<file path="src/design/lswc_pkg.sv">
// Shared types, widths and constants of the line segment window clipper.
// No dependencies; every other design file imports this package.
package lswc_pkg;

   localparam int COORD_W    = 14;                 // input coordinate width
   localparam int WIN_W      = 12;                 // window register and result width
   localparam int FRAC_W     = 16;                 // fractional bits of t
   localparam int MAG_W      = COORD_W;            // magnitude of p and q
   localparam int DELTA_W    = COORD_W + 1;        // signed endpoint difference
   localparam int NUM_W      = FRAC_W + MAG_W + 1; // dividend incl. rounding half
   localparam int DIV_STAGES = NUM_W;              // one quotient bit per stage
   localparam int RAT_W      = FRAC_W + 3;         // signed, clamped ratio and t
   localparam int PROD_W     = RAT_W + DELTA_W;    // t * delta
   localparam int SUM_W      = PROD_W + 2;         // base*ONE + t*delta + half
   localparam int RES_W      = SUM_W - FRAC_W;     // integer part after rounding
   localparam int NUM_EDGES  = 4;
   localparam int QUEUE_DEPTH = 4;
   localparam int QPTR_W     = $clog2(QUEUE_DEPTH);
   localparam int CSR_IDX_W  = 2;

   localparam logic [RAT_W-1:0] T_ONE     = RAT_W'(1) << FRAC_W;
   localparam logic [RAT_W-1:0] RAT_CLAMP = T_ONE + RAT_W'(1);
   localparam logic [WIN_W-1:0] WIN_MAX   = '1;

   // register indexes of the configuration port
   localparam logic [CSR_IDX_W-1:0] REG_X_MIN = 2'd0;
   localparam logic [CSR_IDX_W-1:0] REG_Y_MIN = 2'd1;
   localparam logic [CSR_IDX_W-1:0] REG_X_MAX = 2'd2;
   localparam logic [CSR_IDX_W-1:0] REG_Y_MAX = 2'd3;

   // edge order: left, right, top, bottom
   localparam int EDGE_LEFT   = 0;
   localparam int EDGE_RIGHT  = 1;
   localparam int EDGE_TOP    = 2;
   localparam int EDGE_BOTTOM = 3;

   typedef struct packed {
      logic [WIN_W-1:0] x_min;
      logic [WIN_W-1:0] y_min;
      logic [WIN_W-1:0] x_max;
      logic [WIN_W-1:0] y_max;
   } win_type;

   // one edge test, already classified: p sign and |p|, q sign and |q|
   typedef struct packed {
      logic             p_neg;
      logic             p_zero;
      logic             q_neg;
      logic [MAG_W-1:0] p_mag;
      logic [MAG_W-1:0] q_mag;
   } edge_info_type;

   typedef struct packed {
      edge_info_type [NUM_EDGES-1:0] edges;
      logic signed [COORD_W-1:0]     x0;
      logic signed [COORD_W-1:0]     y0;
      logic signed [DELTA_W-1:0]     dx;
      logic signed [DELTA_W-1:0]     dy;
   } seg_type;

endpackage

</file>
<file path="src/design/lswc_queue.sv">
// Short queue between front and back end of the clipper.
// Depends on lswc_pkg.
module lswc_queue (
   input  logic              clock,
   input  logic              reset,
   input  logic              push_valid,
   output logic              push_ready,
   input  lswc_pkg::seg_type push_data,
   output logic              pop_valid,
   input  logic              pop,
   output lswc_pkg::seg_type pop_data
);
   import lswc_pkg::*;

   seg_type             mem_ff [QUEUE_DEPTH];
   logic [QPTR_W-1:0]   wr_ptr_ff, rd_ptr_ff;
   logic [QPTR_W:0]     count_ff;
   logic                do_push, do_pop;

   assign push_ready = (count_ff != (QPTR_W+1)'(QUEUE_DEPTH));
   assign pop_valid  = (count_ff != '0);
   assign pop_data   = mem_ff[rd_ptr_ff];
   assign do_push    = push_valid && push_ready;
   assign do_pop     = pop && pop_valid;

   always_ff @(posedge clock) begin
      if (reset) begin
         wr_ptr_ff <= '0;
         rd_ptr_ff <= '0;
         count_ff  <= '0;
      end else begin
         if (do_push) wr_ptr_ff <= wr_ptr_ff + 1'b1;
         if (do_pop)  rd_ptr_ff <= rd_ptr_ff + 1'b1;
         if (do_push && !do_pop) begin
            count_ff <= count_ff + 1'b1;
         end else if (do_pop && !do_push) begin
            count_ff <= count_ff - 1'b1;
         end
      end
      if (do_push) begin
         mem_ff[wr_ptr_ff] <= push_data;
      end
   end

endmodule

</file>
<file path="config.mk">
export PLATFORM = sky130hd
export DESIGN_NAME = lswc_queue
export DESIGN_NICKNAME = d
export VERILOG_FILES = /design/src/design/lswc_pkg.sv /design/src/design/lswc_queue.sv
export SDC_FILE = /design/constraint.sdc
export NUM_CORES = 1
export LEC_CHECK = 0
export ABC_AREA = 1
export ABC_CLOCK_PERIOD_IN_PS = 13450
export BUFFER_PORTS_ARGS = -buffer_cell sky130_fd_sc_hd__buf_2
export CAP_MARGIN = 20
export CORE_UTILIZATION = 56
export CTS_CLUSTER_DIAMETER = 40
export DETAILED_ROUTE_END_ITERATION = 7
export MAX_ROUTING_LAYER = met4
export PLACE_DENSITY = 0.78
export SYNTH_ARGS = -nofsm -noshare
export SYNTH_HDL_FRONTEND = slang
export SYNTH_SLANG_ARGS = --single-unit
export TNS_END_PERCENT = 50
</file>
<file path="constraint.sdc">
create_clock -name clock -period 13.45 [get_ports clock]
set_input_delay 0 -clock clock [delete_from_list [all_inputs] [get_ports clock]]
set_output_delay 0 -clock clock [all_outputs]
set_load 0.005 [all_outputs]
</file>
; After elaboration in Yosys (flattened, before gate mapping)
; Memories as Yosys holds them, arrays and structs flattened. A register that Yosys moved wholly into a read port is not among the register bits.
; Index checks and enable logic that the tools add are counted.
[totals]
mem_count = 1
output_inout_bits = 184
ff_bits = 7
word_cells = 23
ramBits = 728
inputBits = 186
[mem_list]
columns = memory, depth, word_bits, read_ports, rd_ports_with_merged_regs, wr, line
row1 = mem_ff, 4, 182, 1, 1, 1, lswc_queue.sv:15  ; seg_type mem_ff [QUEUE_DEPTH];
[classes]
mux = 6
n_eq_ne = 1
add_sub_neg = 4
n_reduce_logical = 8
[ops]
columns = op, count
row1 = $mux 3, 2
row2 = $add 2x1->2 const B, 2
row3 = $logic_and 1x1->1, 4
row4 = $mux 2, 2
row5 = $add 3x1->3 const B, 1
row6 = $ne 3x3->1 const B, 1
row7 = $reduce_bool 3->1, 1
row8 = $sub 3x1->3 const B, 1
row9 = $logic_not 1->1, 2
row10 = $mux 1, 2
row11 = $reduce_bool 2->1, 1

; Depth between registers and ports, before layout
[depth]
depth_word = 6
ltp_mapped = 13
mapped_depth_nobuf = 13

; Worst setup path before layout
; Ideal clock, no wire load.
[synth_timing]
kind = reg-to-reg
from = register count_ff[0]
to = memory mem_ff[0][0] (netlist name), enable pin
path_stages_with_launch = 5
required_time_ns = 12.723
setup_ns = 0.727
path_buffers = 0
period_less_slack_ns = 8.959
t_arrival_ns = 8.232
setup_slack_ns = 4.491
cell_sequence = dfxtp_1 > nor2_1 > nand2_1 > nand2_1 > nor2_1
[synth_between]
elab_chain_len = 4
[synth_lines]
columns = item, line
row1 = start: declaration, lswc_queue.sv:17  ; logic [QPTR_W:0] count_ff;
row2 = start signal: assignment, lswc_queue.sv:35  ; count_ff <= count_ff + 1'b1;
row3 = start signal: assignment, lswc_queue.sv:37  ; count_ff <= count_ff - 1'b1;
row4 = $ne 3x3->1, lswc_queue.sv:20  ; assign push_ready = (count_ff != (QPTR_W+1)'(QUEUE_DEPTH));
row5 = net push_ready, lswc_queue.sv:7  ; output logic push_ready,
row6 = $logic_and 1x1->1, lswc_queue.sv:23  ; assign do_push = push_valid && push_ready;
row7 = $mux 1, lswc_queue.sv:40  ; if (do_push) begin
row8 = $mux 1 (not written as such), lswc_queue.sv:41  ; mem_ff[wr_ptr_ff] <= push_data;
row9 = end: declaration, lswc_queue.sv:15
; The timed path passes the listed nets, and every way through them passes these cells.

==> flow_summary_export.csv <==
group,metric,value,unit
setup_path,worst_setup_path_start_kind,"flip-flop",
timing,sum_of_negative_setup_slack,0,ps
timing,report.final.hold_viol_count,0,
grt,gr-usage-all-layers,0.277,
power,p_leak,12.2,nW
cts,cts_tree,"built",
timing,skew,27.4,ps
detailed_routing,first_iter_violations,1735,
detailed_routing,final_antenna_net_count,0,
power,design_power_total,6.72,mW
power,vdd.ir_drop.worst,0.184,mV
floorplan,chipWidth,223,um
synthesis,synth_fp_nets,2020,
synthesis,post_synth_adder_cell_area,0.00303,
cts,cts-root-to-sink-buffers,3,
setup_path,path_cells,"buf_4 -> buf_4 -> o21ai_0 -> o22ai_1 -> buf_2",
floorplan,io_pins,370,
setup_path,critPathMaxStageDelay,890,ps
timing,post-route-period-util,0.311,
flow_run,maxCapViolCount,0,
grt,m1_gr_usage,0.332,
cts,clock_latency,630,ps
setup_path,critPathKind,"reg2out",
timing,unrepaired_setup_endpoints_after_global_routing,"no",
grt,grt_max_degree,177,
detailed_routing,drc,0,
finish,drive_above_1_share,0.221,
timing,final-max-slew-violation-count,0,
finish,finalInstanceArea,34400,um2
synthesis,synth-async-reset-ratio,0,
synthesis,synth_top_cell_area_share,0.801,
detailed_routing,route.vias.total,18000,
timing,final-setup-viol-count,0,
setup_path,path_common_cell,"sky130_fd_sc_hd__buf_4",
place,gp_routability_congestion,0.764,
cts,cts-buffers-inserted,89,
setup_path,cp_num_buf_inv,3,
synthesis,post_synth_most_frequent_cells,"sky130_fd_sc_hd__edfxtp_1 (728), sky130_fd_sc_hd__nor2_1 (378), sky130_fd_sc_hd__o21ai_0 (187), sky130_fd_sc_hd__o22ai_1 (182), sky130_fd_sc_hd__o21ai_1 (178)",
grt,globalRouteOverflowTotal,0,
setup_path,worstSetupPathDepth,5,
grt,antenna_found_initial,4,
cts,clk_pin_slew_worst_paths,60,ps
grt,grt_first_pass_wirelength,102,mm
finish,nets,2567,
synthesis,syn-mean-instance-area,14.9,um2
setup_path,reg2reg_setup_slack,9830,ps
setup_path,critical_path.endpoint_type,"primary output",
timing,hold-worst-slack,104,ps
synthesis,synth_area_leader_cell,"sky130_fd_sc_hd__edfxtp_1",
setup_path,worstSetupEndpoint,"pop_data[88]",
grt,grt_most_used_layer,"met2",
synthesis,post_synthesis_share_of_cell_area_spent_on_xor_and_xnor_gates,0.000321,
detailed_routing,via_per_inst,5.87,
setup_path,worstRegToRegCells,6,
setup_path,cp_required,13450,ps
timing,max_freq,0.239,GHz
synthesis,synth-warning-count,0,
outcome,run_status,"completed",
synthesis,synth_mux_area_frac,0,
place,portBuffers,369,
floorplan,start_util,0.569,
synthesis,synth-seq-area-share,0.807,
grt,met2_grt_util,0.458,
setup_path,path_delay_family,"buffers and inverters",
power,ratio_of_total_power_to_cell_area,195,nW/um2
place,placed_area,29500,um2
floorplan,floorplan.core_area,47900,um2
grt,grt_util_met3,0.0648,
synthesis,cells_after_synthesis,1828,
setup_path,cp_max_fo,98,
synthesis,ff_latch_count_synth,737,
setup_path,critical_path.reg2reg.endpoint,"mem_ff[1][38]",
timing,worst_slew_pin_slew,1130,ps
min_path,timing.hold.worst.class,"in2reg",
setup_path,critPathSlowestCell,"sky130_fd_sc_hd__dfxtp_4",
setup_path,cp_data_arrival_time,4180,ps
synthesis,ys_top_cells_by_area,"sky130_fd_sc_hd__edfxtp_1 (80%), sky130_fd_sc_hd__nor2_1 (5.2%), sky130_fd_sc_hd__o22ai_1 (4.2%), sky130_fd_sc_hd__o21ai_0 (3.4%), sky130_fd_sc_hd__o21ai_1 (3.3%)",
cts,clkSinkCount,737,
synthesis,combinational_family_with_the_most_area_after_synthesis,"compound AO/OA/AOI/OAI gates",
synthesis,synth_compound_area_frac,0.109,
timing,finalWorstPathRequiredPeriod,4180,ps
synthesis,synth_ff_type,"sky130_fd_sc_hd__edfxtp_1",
detailed_routing,drt_pre_antenna_iters,6,
setup_path,regToRegStartpoint,"count_ff[0]",
cts,clock_tree.htree_level_count,3,
floorplan,site_rows,80,
timing,slew_headroom,0.248,
cts,cts_setup_buffers,0,
synthesis,synthMostInstantiatedCell,"sky130_fd_sc_hd__edfxtp_1",
detailed_routing,post_drt_wl_per_cell,21.8,um
finish,syn_to_final_growth,26.2,%
min_path,hold_path_depth,2,
synthesis,synth_cell_type_count,20,
synthesis,syn-cell-area,27300,um2
synthesis,post_synthesis_simple_gate_area_fraction,0.0550,
floorplan,design.die.area,49600,um2
grt,first_global_vias,18500,
synthesis,synth-edff-count,728,
floorplan,vertical_extent_of_the_die,223,um
finish,fin_util,0.718,
place,dp_hpwl,32.8,mm
cts,postCtsResizedCells,0,
detailed_routing,wl,67.0,mm
cts,clk_root_buffer_cell,"sky130_fd_sc_hd__clkbuf_16",
[layout make-up]
class                           count  area [um2]
Clock inverter                     63         698
Sequential cell                   737       22000
Tap cell                          615         769
Clock buffer                      104        2370
Multi-Input combinational cell    955        4600
Timing Repair Buffer              576        3870
Fill cell                        2799       13500
Antenna cell                        4        10.0
Inverter                           16        75.1
[stage by stage]
stage | std cells | setup slack (ps)
floorplan | 1828 | 4490
global placement | 2713 | 9870
detailed placement | 2713 | 9860
CTS | 3066 | 9420
global route | 3070 | 9100
finish | 3070 | 9270
[per-layer routing]
| layer | share of wire | wire length (um) |
|---|---|---|
| met1 | 0.37 | 24900 |
| met2 | 0.51 | 34000 |
| met3 | 0.095 | 6380 |
| met4 | 0.026 | 1740 |
| met5 | 0 | 0 |
[power breakdown]
group | internal (mW) | switching, mW | total (mW)
clock network | 1.49 | 0.957 | 2.45
registers | 2.79 | 0.0887 | 2.88
logic | 0.472 | 0.919 | 1.39
total | 4.76 | 1.96 | 6.72
[flip-flops by register name, summed over array words and instances, names as in the netlist, named ones only]
name and flops:
wr_ptr_ff 2, count_ff 3, rd_ptr_ff 2, mem_ff 728
[cell families after synthesis]
family | count (synthesis)
XOR/XNOR | 1
flip-flops | 737
AND/OR/NAND/NOR | 398
AO/OA/AOI/OAI | 550
buffers and inverters | 136
adder cells (fa/ha/maj) | 6
[timing repair]
item,CTS,global route
hold buffers,186,0
setup endpoints to repair,0,0
hold endpoints to repair,737,0
[worst min path at each step]
stage,startpoint,slack (ps),endpoint
after floorplan,reset,70,flip-flop
after detailed placement,push_data[42],210,mem_ff[2][42]
after CTS,push_data[181],80,mem_ff[0][181]
final,push_data[126],100,mem_ff[1][126]
after global routing,push_data[126],110,mem_ff[0][126]
after global placement,push_data[66],210,mem_ff[3][66]
[cells in the final DEF, fill, tap and decap left out, types with 5 or more instances in the layout]
master and instances:
sky130_fd_sc_hd__inv_6 15, sky130_fd_sc_hd__dlygate4sd3_1 186, sky130_fd_sc_hd__buf_4 21, sky130_fd_sc_hd__clkinvlp_4 11, sky130_fd_sc_hd__dfxtp_1 7, sky130_fd_sc_hd__edfxtp_1 728
sky130_fd_sc_hd__clkinv_2 7, sky130_fd_sc_hd__bufinv_16 11, sky130_fd_sc_hd__o21ai_0 187, sky130_fd_sc_hd__clkbuf_1 11, sky130_fd_sc_hd__o22ai_1 182, sky130_fd_sc_hd__nand2_1 15
sky130_fd_sc_hd__clkinv_1 12, sky130_fd_sc_hd__clkbuf_16 93, sky130_fd_sc_hd__inv_1 14, sky130_fd_sc_hd__nor2_1 374, sky130_fd_sc_hd__ha_1 5, sky130_fd_sc_hd__o21ai_1 178
sky130_fd_sc_hd__buf_2 369
(Power assumes the default switching activity.)
