File: src/design/lswc_pkg.sv
// Shared types, widths and constants of the line segment window clipper.
// No dependencies; every other design file imports this package.
package lswc_pkg;

   localparam int COORD_W    = 14;                 // input coordinate width
   localparam int WIN_W      = 12;                 // window register and result width
   localparam int FRAC_W     = 16;                 // fractional bits of t
   localparam int MAG_W      = COORD_W;            // magnitude of p and q
   localparam int DELTA_W    = COORD_W + 1;        // signed endpoint difference
   localparam int NUM_W      = FRAC_W + MAG_W + 1; // dividend incl. rounding half
   localparam int DIV_STAGES = NUM_W;              // one quotient bit per stage
   localparam int RAT_W      = FRAC_W + 3;         // signed, clamped ratio and t
   localparam int PROD_W     = RAT_W + DELTA_W;    // t * delta
   localparam int SUM_W      = PROD_W + 2;         // base*ONE + t*delta + half
   localparam int RES_W      = SUM_W - FRAC_W;     // integer part after rounding
   localparam int NUM_EDGES  = 4;
   localparam int QUEUE_DEPTH = 4;
   localparam int QPTR_W     = $clog2(QUEUE_DEPTH);
   localparam int CSR_IDX_W  = 2;

   localparam logic [RAT_W-1:0] T_ONE     = RAT_W'(1) << FRAC_W;
   localparam logic [RAT_W-1:0] RAT_CLAMP = T_ONE + RAT_W'(1);
   localparam logic [WIN_W-1:0] WIN_MAX   = '1;

   // register indexes of the configuration port
   localparam logic [CSR_IDX_W-1:0] REG_X_MIN = 2'd0;
   localparam logic [CSR_IDX_W-1:0] REG_Y_MIN = 2'd1;
   localparam logic [CSR_IDX_W-1:0] REG_X_MAX = 2'd2;
   localparam logic [CSR_IDX_W-1:0] REG_Y_MAX = 2'd3;

   // edge order: left, right, top, bottom
   localparam int EDGE_LEFT   = 0;
   localparam int EDGE_RIGHT  = 1;
   localparam int EDGE_TOP    = 2;
   localparam int EDGE_BOTTOM = 3;

   typedef struct packed {
      logic [WIN_W-1:0] x_min;
      logic [WIN_W-1:0] y_min;
      logic [WIN_W-1:0] x_max;
      logic [WIN_W-1:0] y_max;
   } win_type;

   // one edge test, already classified: p sign and |p|, q sign and |q|
   typedef struct packed {
      logic             p_neg;
      logic             p_zero;
      logic             q_neg;
      logic [MAG_W-1:0] p_mag;
      logic [MAG_W-1:0] q_mag;
   } edge_info_type;

   typedef struct packed {
      edge_info_type [NUM_EDGES-1:0] edges;
      logic signed [COORD_W-1:0]     x0;
      logic signed [COORD_W-1:0]     y0;
      logic signed [DELTA_W-1:0]     dx;
      logic signed [DELTA_W-1:0]     dy;
   } seg_type;

endpackage

File: src/design/lswc_front.sv
// Front end: accepts segments, forms p and q of the edge tests against each window edge.
// Depends on lswc_pkg.
module lswc_front (
   input  logic                  clock,
   input  logic                  reset,
   input  logic                  req_tvalid,
   output logic                  req_tready,
   input  logic [55:0]           req_tdata,
   input  lswc_pkg::win_type     win,
   output logic                  push_valid,
   output lswc_pkg::seg_type     push_data,
   input  logic                  push_ready
);
   import lswc_pkg::*;

   logic signed [COORD_W-1:0] x0, y0, x1, y1;
   logic signed [DELTA_W-1:0] dx, dy;
   logic signed [DELTA_W-1:0] q_left, q_right, q_top, q_bottom;
   seg_type seg_in;
   seg_type seg_ff;
   logic    vld_ff;

   function automatic logic [MAG_W-1:0] mag_of(input logic signed [DELTA_W-1:0] v);
      logic signed [DELTA_W-1:0] n;
      n = -v;
      return v[DELTA_W-1] ? n[MAG_W-1:0] : v[MAG_W-1:0];
   endfunction

   function automatic edge_info_type classify(input logic signed [DELTA_W-1:0] p,
                                              input logic signed [DELTA_W-1:0] q);
      edge_info_type e;
      e.p_neg  = p[DELTA_W-1];
      e.p_zero = (p == '0);
      e.q_neg  = q[DELTA_W-1];
      e.p_mag  = mag_of(p);
      e.q_mag  = mag_of(q);
      return e;
   endfunction

   always_comb begin
      x0 = req_tdata[13:0];
      y0 = req_tdata[27:14];
      x1 = req_tdata[41:28];
      y1 = req_tdata[55:42];
      dx = DELTA_W'(x1) - DELTA_W'(x0);
      dy = DELTA_W'(y1) - DELTA_W'(y0);
      q_left   = DELTA_W'(x0) - $signed({3'b000, win.x_min});
      q_right  = $signed({3'b000, win.x_max}) - DELTA_W'(x0);
      q_top    = DELTA_W'(y0) - $signed({3'b000, win.y_min});
      q_bottom = $signed({3'b000, win.y_max}) - DELTA_W'(y0);
      seg_in.edges[EDGE_LEFT]   = classify(-dx, q_left);
      seg_in.edges[EDGE_RIGHT]  = classify(dx, q_right);
      seg_in.edges[EDGE_TOP]    = classify(-dy, q_top);
      seg_in.edges[EDGE_BOTTOM] = classify(dy, q_bottom);
      seg_in.x0 = x0;
      seg_in.y0 = y0;
      seg_in.dx = dx;
      seg_in.dy = dy;
   end

   assign req_tready = !vld_ff || push_ready;
   assign push_valid = vld_ff;
   assign push_data  = seg_ff;

   always_ff @(posedge clock) begin
      if (reset) begin
         vld_ff <= 1'b0;
      end else if (req_tready) begin
         vld_ff <= req_tvalid;
      end
      if (req_tready && req_tvalid) begin
         seg_ff <= seg_in;
      end
   end

endmodule

File: config.mk
export PLATFORM = sky130hd
export DESIGN_NAME = lswc_front
export DESIGN_NICKNAME = d
export VERILOG_FILES = /design/src/design/lswc_pkg.sv /design/src/design/lswc_front.sv
export SDC_FILE = /design/constraint.sdc
export NUM_CORES = 1
export LEC_CHECK = 0
export BUFFER_PORTS_ARGS = -buffer_cell sky130_fd_sc_hd__buf_2
export CAP_MARGIN = 20
export CORE_ASPECT_RATIO = 0.6
export CORE_UTILIZATION = 35
export DETAILED_ROUTE_END_ITERATION = 16
export GPL_TIMING_DRIVEN = 0
export MAX_ROUTING_LAYER = met4
export PLACE_DENSITY = 0.58
export RECOVER_POWER = 50
export REMOVE_ABC_BUFFERS = 1
export SYNTH_ARGS = -nofsm -noshare
export SYNTH_HDL_FRONTEND = slang
export SYNTH_SLANG_ARGS = --single-unit
File: constraint.sdc
create_clock -name clock -period 7.9 [get_ports clock]
set_clock_uncertainty 0.2 [all_clocks]
set_input_delay 1.185 -clock clock [delete_from_list [all_inputs] [get_ports clock]]
set_output_delay 1.185 -clock clock [all_outputs]
set_load 0.03 [all_outputs]
# Yosys cells after proc, flatten, opt, wreduce, memory -nomap -nowiden
# Index checks and enable logic that the tools add are counted.
dict set report totals {
  regBits 183
  input_bits 108
  out_inout_bits 184
  word_cells 54
}
dict set report classes {
  add_sub_neg 14
  muxes 8
  n_reduce_logical 7
}
# operator count
set op_table {}
lappend op_table {{14-bit two-way mux} 8}
lappend op_table {{14-bit negator} 6}
lappend op_table {{15-bit zero test} 4}
lappend op_table {{15-bit negator} 2}
lappend op_table {{13-bit by 14-bit subtractor with 15-bit output} 2}
lappend op_table {{14-bit by 13-bit subtractor with 15-bit output} 2}
lappend op_table {{14-bit by 14-bit subtractor with 15-bit output} 2}
lappend op_table {{1-bit logical AND} 1}
lappend op_table {{1-bit zero test} 1}
lappend op_table {{1-bit logical OR} 1}

# Logic depth before layout (Yosys ltp)
# Gate-level depths: netlist of run 1.
dict set report depth {
  depth_word 4
  mapped_depth 17
}

# Least setup slack after synthesis of run 1
# No wires, ideal clock.
dict set report synth_path {
  path_type {input -> register}
  start {input push_ready}
  end {register seg_ff, in the netlist push_data[0] (enable)}
  setup_time_ns 0.557
  t_arrival_ns 5.581
  t_required_ns 7.143
  setup_slack_ns 1.563
  path_stages 2
  path_cell_list {nand2b_1 and2_1}
}
dict set report synth_between {
  elab_chain_cells 2
}
# element line_no
set synth_rtl {}
lappend synth_rtl {{from (decl)} lswc_front.sv:12} ;# input logic push_ready
lappend synth_rtl {{1-bit logical OR} lswc_front.sv:61} ;# assign req_tready = !vld_ff || push_ready;
lappend synth_rtl {{1-bit logical AND} lswc_front.sv:71} ;# if (req_tready && req_tvalid) begin
lappend synth_rtl {{to (signal assigned)} lswc_front.sv:72} ;# seg_ff <= seg_in;
lappend synth_rtl {{to (decl)} lswc_front.sv:20} ;# seg_type seg_ff;
# Every way passes these cells.
# A chain may end at the register's enable or synchronous reset.

==> flow_summary.toml, run 1 <==
[route]
initialDrtViolationCount = 717
routed_via_density = 5.03
postRouteAntennaNets = 0
via_count = 9891
post-route-drc-count = 0
routed_wl_um = 34400
first_pass_iters = 5
routedWlPerCell_um = 17.5

[worst_setup_path]
start_kind = "input port"
worstPathMaxFanout = 10
crit_path_frequent_cell = "a21oi_1"
critPathMaxStageDelay_ps = 620
worstPathArrival_ps = 5660
cp_num_buf_inv = 3
crit_chain = "clkbuf_1 > inv_1 > fa_1 > xnor2_1 > nand3_1 > mux2i_1 > or4b_1 > nor3_1 > o2111ai_1 > xnor2_2 > inv_2 > a21oi_1 > a21oi_1 > xor2_1"
crit_family = "XOR/XNOR gates"
r2r_setup_slack_ps = 2770
critical_path_class = "input port to flop"
crit_path_end_kind = "flop"
required_ps = 7870
critPathSlowestCell = "xnor2_2"

[grt]
grt_use_met1_pct = 27.6
grtUsageMet3_pct = 4.06
first_global_vias = 9264
antenna_found_initial = 5
grt_start_max_net_pins = 55
grt_busiest_layer = "met2"
overflow = 0
use_met2_pct = 28.7
globalRouteTotalUtil_pct = 19.6
grt_pass1_wl_um = 52300

[timing]
finalSetupTns_ps = 0
setup_violations = 0
slew-limit-headroom_pct = -96.7
slew_viol_final = 132
worst-slew-pin-transition_ps = 2950
period_share_pct = 71.9
rsz0062_at_grt = "false"
period_needed_ps = 5680
fin_ws_ps = 2220
max_freq_ghz = 0.176
finalHoldViolations = 0

[pwr]
irDropWorstVdd_uv = 161
power_mw = 3.42
power_switching_mw = 1.27
cellPowerDensity_nw_per_um2 = 234
p_int_mw = 2.15
seq_power_share_pct = 37.0
sw_frac_of_total_pct = 37.1
p_clk_share_pct = 27.6
power_leakage_nw = 5.78
power_frac_comb_pct = 35.4

[cells_and_area]
final_nets = 1687
drive_above_1_share_pct = 13.5
layout.cells.non_filler = 1965
mostFrequentLayoutCells = "edfxtp_1, clkbuf_1, buf_2"
final_common_cell = "edfxtp_1"
fin_area_um2 = 14700
syn_to_final_growth_pct = 19.5

[placement]
place_area_um2 = 14200
post-place-ws_ps = 1990
portBuffers = 291
place_hpwl_um = 27100
place_congestion = 0.901
dp.cells = 1927

[floorplanning]
die_y_um = 147
coreArea_um2 = 34100
row_count = 52
die_x_um = 244
start_util_pct = 36.0
io_pins = 292
die_area_um2 = 35800

[clock_tree]
cts_setup_buffers = 0
holdBufCountCts = 0
clockBufferDepth = 2
clkSlewWorstSetupHoldPaths_ps = 70
numCtsBuffers = 17
ctsResizeCount = 0
cts_tree = "done"
clockRootBuffer = "clkbuf_16"
cts_max_level = 4
clock_sinks = 177
worstSkewPairLatency_ps = 450

[synth]
ys_warn_count = 0
synthDistinctLibCells = 81
synth_area_um2 = 12300
synth-edff-count = 176
ys_seq_area_share_pct = 43.3
async_flop_share_pct = 0
synth_flop_cell = "edfxtp_1"
syn_inst = 1203
yosys_register_bits = 177
syn_avg_cell_area_um2 = 10.2

[job]
drv_cap = 3

[outcome]
status = "finished, violations left"
failed_checks = "max-capacitance violations, max-slew violations"

[worst_hold_path]
hold_class = "flop to flop"
[registers in the layout, indices dropped and copies added (netlist names)]
register,count
push_data,176
push_valid,1
[power by group through the flow]
stage | clock (mW) | sequential (mW) | combinational [mW]
after floorplan | 0 | 1.56 | 0.625
after global routing | 1.00 | 1.28 | 1.32
final | 0.944 | 1.27 | 1.21
after CTS | 0.973 | 1.26 | 1.24
after global placement | 0 | 1.29 | 1.22
after detailed placement | 0 | 1.28 | 1.24
[worst paths after layout]
kind	cells past startpoint	end	startpoint
max reg2reg	3	push_data[62]	push_valid
min	2	push_valid	push_valid
max	14	push_data[76]	req_tdata[1]
min reg2reg	2	push_valid	push_valid
[worst min-delay path: cells and delay by family (launching register included)]
| family | cells | cell delay (ps) |
|---|---|---|
| AO/OA/AOI/OAI | 1 | 70 |
| flip-flops | 1 | 310 |
| AND/OR/NAND/NOR | 1 | 100 |
[metal layers]
metal  vias up  wire length (um)  part of all wire, %
li1       4974                 -                    -
met4         0               396                  1.2
met3        22              1630                  4.7
met2       255             15100                   44
met1      4640             17300                   50
met5         -                 0                    0
[cell families after synthesis]
group	synth area share, %
simple gates	14.9
xor+xnor	11.0
mux	1.45
fa+ha+maj	9.55
compound gates	15.2
buf+inv	4.67
flops	43.3
[through the flow]
step	hold slack [ps]	util [%]
after floorplan	660	-
after global placement	283	41.5
after detailed placement	314	41.8
after CTS	326	43.6
after global routing	368	43.0
final	316	43.0
[cell usage after synthesis, types with 9 or more instances]
cell / count / area share [%]
o21a_1: 16 / 0.98
nand3_1: 22 / 0.90
xnor2_1: 102 / 7.3
and3_1: 10 / 0.51
clkbuf_1: 23 / 0.70
o211ai_1: 12 / 0.73
edfxtp_1: 176 / 43
and2_1: 12 / 0.61
xor2_1: 46 / 3.3
nor2_1: 94 / 2.9
nand2b_1: 11 / 0.56
or4_1: 9 / 0.55
a211oi_1: 13 / 0.80
inv_1: 107 / 3.3
nor3_1: 35 / 1.4
a21o_1: 18 / 1.1
nor2b_1: 20 / 1.0
nor3b_1: 10 / 0.61
o21bai_1: 9 / 0.55
o31ai_1: 9 / 0.55
o21ai_0: 45 / 1.8
mux2i_1: 11 / 0.90
a21oi_1: 49 / 2.0
nand2_1: 78 / 2.4
a31oi_1: 12 / 0.61
or3_1: 17 / 0.87
ha_1: 84 / 8.6
nor4_1: 10 / 0.51
[area by class of cell]
cell class / count / area, um2
clock buffer: 17 / 425
fill: 3411 / 19400
multi-input combinational: 880 / 6380
tap: 459 / 574
inverter: 115 / 432
sequential: 177 / 5310
timing repair buffer: 298 / 1320
clock inverter: 14 / 204
antenna: 5 / 12.5
Note: power is estimated with default switching activity, not from simulation.
==> inputs of run 2 (changes only) <==
- clock period: 7.9 -> 5.3 ns (I/O delays scaled with it)
==> flow_summary.toml, run 2 (synthesis gave the netlist of run 1 again) <==
[outcome]
status = "finished, violations left"
failed_checks = "max-capacitance violations, max-slew violations"

[grt]
grt_start_max_net_pins = 55
globalRouteTotalUtil_pct = 19.6
antenna_found_initial = 5
overflow = 0
first_global_vias = 9264
grt_pass1_wl_um = 52300

[route]
postRouteAntennaNets = 0
post-route-drc-count = 0
routed_via_density = 5.05
routed_wl_um = 34400
routedWlPerCell_um = 17.5
first_pass_iters = 5
initialDrtViolationCount = 704
via_count = 9927

[floorplanning]
die_x_um = 244
io_pins = 292
coreArea_um2 = 34100
row_count = 52
start_util_pct = 36.0
die_area_um2 = 35800
die_y_um = 147

[timing]
max_freq_ghz = 0.199
slew_viol_final = 37
setup_violations = 0
finalSetupTns_ps = 0
slew-limit-headroom_pct = -63.3
rsz0062_at_grt = "false"
period_share_pct = 94.8
period_needed_ps = 5020
finalHoldViolations = 0
worst-slew-pin-transition_ps = 2450

[worst_setup_path]
reg2reg_to = "push_data[53]"
crit_path_end_kind = "flop"
critical_path_class = "input port to flop"
required_ps = 5280
ff2ff_path_depth = 4
worstPathMaxFanout = 10
reg2reg_from = "push_valid"
r2r_setup_slack_ps = 1150
start_kind = "input port"
worstPathArrival_ps = 5000

[cells_and_area]
fin_area_um2 = 14700
final_common_cell = "edfxtp_1"
mostFrequentLayoutCells = "edfxtp_1, clkbuf_1, buf_2"
drive_above_1_share_pct = 13.7
final_nets = 1687
syn_to_final_growth_pct = 19.7
largest_reg_flops = 176
num-fill-cells = 3406

[placement]
portBuffers = 291
place_congestion = 0.901
place_hpwl_um = 27100
place_area_um2 = 14200

[worst_hold_path]
hold_start = "reset"
hold_class = "input port to flop"
min_path_cells = 2
hold_end = "push_valid"

[clock_tree]
worstSkewPairLatency_ps = 450
clock_sinks = 177
cts_setup_buffers = 0
cts_tree = "done"
clockBufferDepth = 2
cts_max_level = 4
clkSlewWorstSetupHoldPaths_ps = 70
numCtsBuffers = 17
clockRootBuffer = "clkbuf_16"

[pwr]
cellPowerDensity_nw_per_um2 = 348
p_clk_share_pct = 27.6
power_leakage_nw = 5.80
power_frac_comb_pct = 35.5
sw_frac_of_total_pct = 37.1
p_int_mw = 3.21
seq_power_share_pct = 36.9
irDropWorstVdd_uv = 240
power_switching_mw = 1.90

[job]
drv_cap = 1
-- run 2: changes by cell type in the layout (fill, tap and decap cells not counted) --
cell      delta
buf_2        +2
clkbuf_1     -4
clkbuf_2     +2
xnor2_2      -1
xnor2_4      +1
-- run 2: repair_timing --
action / CTS / global route
setup endpoints to repair: 0 / 2
hold buffers: 0 / 0
resized for setup: 0 / 1
hold endpoints to repair: 0 / 0
-- run 2: how the worst max path moves through the flow --
stage                        startpoint        endpoint  slack (ps)  cells past startpoint
after floorplan              push_ready    push_data[0]        -650                      2
after global placement       push_ready   push_data[64]       -2530                      3
after detailed placement   req_tdata[0]   push_data[76]        -220                     15
after CTS                  req_tdata[0]   push_data[76]         260                     15
after global routing      req_tdata[14]  push_data[127]          50                     15
final                      req_tdata[0]   push_data[76]         280                     15
-- run 2: final cells by class --
cell class / instances / area (um2) / share of cell area (%)
clock inverter: 14 / 204 / 1.39
multi-input combinational: 880 / 6390 / 43.6
tap: 459 / 574 / 3.92
inverter: 115 / 432 / 2.94
antenna: 5 / 12.5 / 0.0853
clock buffer: 17 / 425 / 2.90
timing repair buffer: 298 / 1330 / 9.03
sequential: 177 / 5310 / 36.2
-- run 2: metrics by stage --
| stage | setup WS [ps] | power, mW | util, % | hold slack, ps | instances |
|---|---|---|---|---|---|
| 2_1_floorplan | -647 | 3.26 | - | 660 | 1172 |
| 3_3_place_gp | -2530 | 3.74 | 41.5 | 283 | 1922 |
| 3_5_place_dp | -219 | 3.76 | 41.8 | 314 | 1927 |
| 4_1_cts | 264 | 5.19 | 43.6 | 277 | 1958 |
| 5_1_grt | 53.1 | 5.37 | 43.0 | 273 | 1965 |
| 6_report | 275 | 5.11 | 43.0 | 298 | 1965 |
-- run 2: metal layers --
metal / global-route usage (%) / routed length [um] / vias up
met5: - / 0 / -
met4: 4.34 / 377 / 0
met3: 4.06 / 1550 / 20
met2: 28.7 / 15100 / 245
met1: 27.6 / 17300 / 4685
li1: - / - / 4977
-- run 2: power groups by stage --
stage	sequential [mW]	combinational [mW]	clock (mW)
2_1_floorplan	2.33	0.932	0
3_3_place_gp	1.93	1.81	0
3_5_place_dp	1.91	1.85	0
4_1_cts	1.88	1.85	1.45
5_1_grt	1.91	1.97	1.49
6_report	1.89	1.81	1.41
-- run 2: critical path, stage by stage --
cell	delay [ps]
buf_2	130
ha_1	180
inv_1	60
fa_1	410
xnor2_1	610
nand3_1	150
mux2i_1	380
or4b_1	540
nor3_1	330
o2111ai_1	310
xnor2_4	460
inv_2	220
a21oi_1	170
a21oi_1	90
xor2_1	150
==> inputs of run 3 (changes only) <==
- ABC_CLOCK_PERIOD_IN_PS: default -> 5950
- clock period: 5.3 -> 5.95 ns (I/O delays scaled with it)
==> flow_summary.toml, run 3 (synthesis gave the netlist of run 1 again) <==
[outcome]
status = "finished, violations left"
failed_checks = "max-capacitance violations, max-slew violations"

[worst_setup_path]
crit_chain = "clkbuf_1 > inv_1 > fa_1 > xnor2_1 > nand3_1 > mux2i_1 > or4b_1 > nor3_1 > o2111ai_1 > xnor2_2 > inv_2 > a21oi_1 > a21oi_1 > xor2_1"
worstPathArrival_ps = 5360
required_ps = 5920
critPathMaxStageDelay_ps = 620
critPathSlowestCell = "xnor2_2"
crit_path_end_kind = "flop"
critical_path_class = "input port to flop"
crit_path_frequent_cell = "a21oi_1"
start_kind = "input port"
worstPathMaxFanout = 10
cp-startpoint = "req_tdata[1]"
reg2reg_from = "push_valid"

[clock_tree]
cts_setup_buffers = 0
ctsResizeCount = 0
worstSkewPairLatency_ps = 450
numCtsBuffers = 17
cts_max_level = 4
clkSlewWorstSetupHoldPaths_ps = 70
clockBufferDepth = 2
clockRootBuffer = "clkbuf_16"
cts_tree = "done"
clock_sinks = 177
holdBufCountCts = 0

[cells_and_area]
drive_above_1_share_pct = 13.5
num-fill-cells = 3410
final_nets = 1687
mostFrequentLayoutCells = "edfxtp_1, clkbuf_1, buf_2"
largest_reg_flops = 176
layout.cells.non_filler = 1965
syn_to_final_growth_pct = 19.5
final_common_cell = "edfxtp_1"

[route]
routedWlPerCell_um = 17.5
first_pass_iters = 5
initialDrtViolationCount = 716
post-route-drc-count = 0
postRouteAntennaNets = 0
routed_wl_um = 34400
routed_via_density = 5.03
via_count = 9886

[grt]
globalRouteTotalUtil_pct = 19.6
antenna_found_initial = 5
first_global_vias = 9264
overflow = 0
grt_pass1_wl_um = 52300
grt_start_max_net_pins = 55

[timing]
period_share_pct = 90.5
max_freq_ghz = 0.186
worst-slew-pin-transition_ps = 2470
slew_viol_final = 77
setup_violations = 0
finalSetupTns_ps = 0
slew-limit-headroom_pct = -64.8
period_needed_ps = 5380
finalHoldViolations = 0
rsz0062_at_grt = "false"
fin_ws_ps = 566

[floorplanning]
start_util_pct = 36.0
coreArea_um2 = 34100
io_pins = 292
die_x_um = 244
row_count = 52
die_area_um2 = 35800
die_y_um = 147

[placement]
portBuffers = 291
dp.cells = 1927
place_hpwl_um = 27100
place_congestion = 0.901
post-place-ws_ps = 333

[worst_hold_path]
hold_start = "push_valid"
hold_class = "flop to flop"

[pwr]
cellPowerDensity_nw_per_um2 = 310
power_leakage_nw = 5.79
power_mw = 4.55
irDropWorstVdd_uv = 214

[job]
drv_cap = 2
==> run 3: report_power, final <==
part	switching, mW	internal [mW]	leakage, nW
clock	0.542	0.712	0.314
sequential	0.0483	1.63	1.71
combinational	1.10	0.514	3.76
total	1.69	2.86	5.79
==> run 3: critical path: cells and delay by family <==
kind                       cells  cell delay (ps)
AOI/OAI and AO/OA              3              520
xor gates and xnor gates       3             1380
adders and majority gates      1              490
buffers and inverters          3              670
muxes                          1              370
and+or+nand+nor                3             1000
==> run 3: stage by stage <==
stage / utilization (%) / instance area [um2] / hold slack [ps]
after floorplan: - / 12100 / 660
after global placement: 41.5 / 14100 / 283
after detailed placement: 41.8 / 14200 / 314
after CTS: 43.6 / 14900 / 326
after global routing: 43.0 / 14700 / 368
final: 43.0 / 14700 / 316
==> run 3: final cells by class <==
class | instances | area, um2 | share of cell area, %
diodes | 5 | 12.5 | 0.0854
well taps | 459 | 574 | 3.92
clock buffers | 17 | 425 | 2.90
clock inverters | 14 | 204 | 1.39
multi-input cells | 880 | 6380 | 43.5
inverters | 115 | 432 | 2.95
flip-flops and latches | 177 | 5310 | 36.2
repair buffers | 298 | 1320 | 9.02
==> run 3: worst paths after layout <==
path | to | slack, ps | depth (start not counted)
min | push_valid | 320 | 2
max reg2reg | push_data[53] | 1140 | 4
min reg2reg | push_valid | 320 | 2
max | push_data[76] | 570 | 14
==> run 3: per-layer routing <==
layer  global-route usage (%)  share of wire, %
met3                     4.06               4.8
met1                     27.6                50
met5                        -                 0
met2                     28.7                44
met4                     4.34               1.1
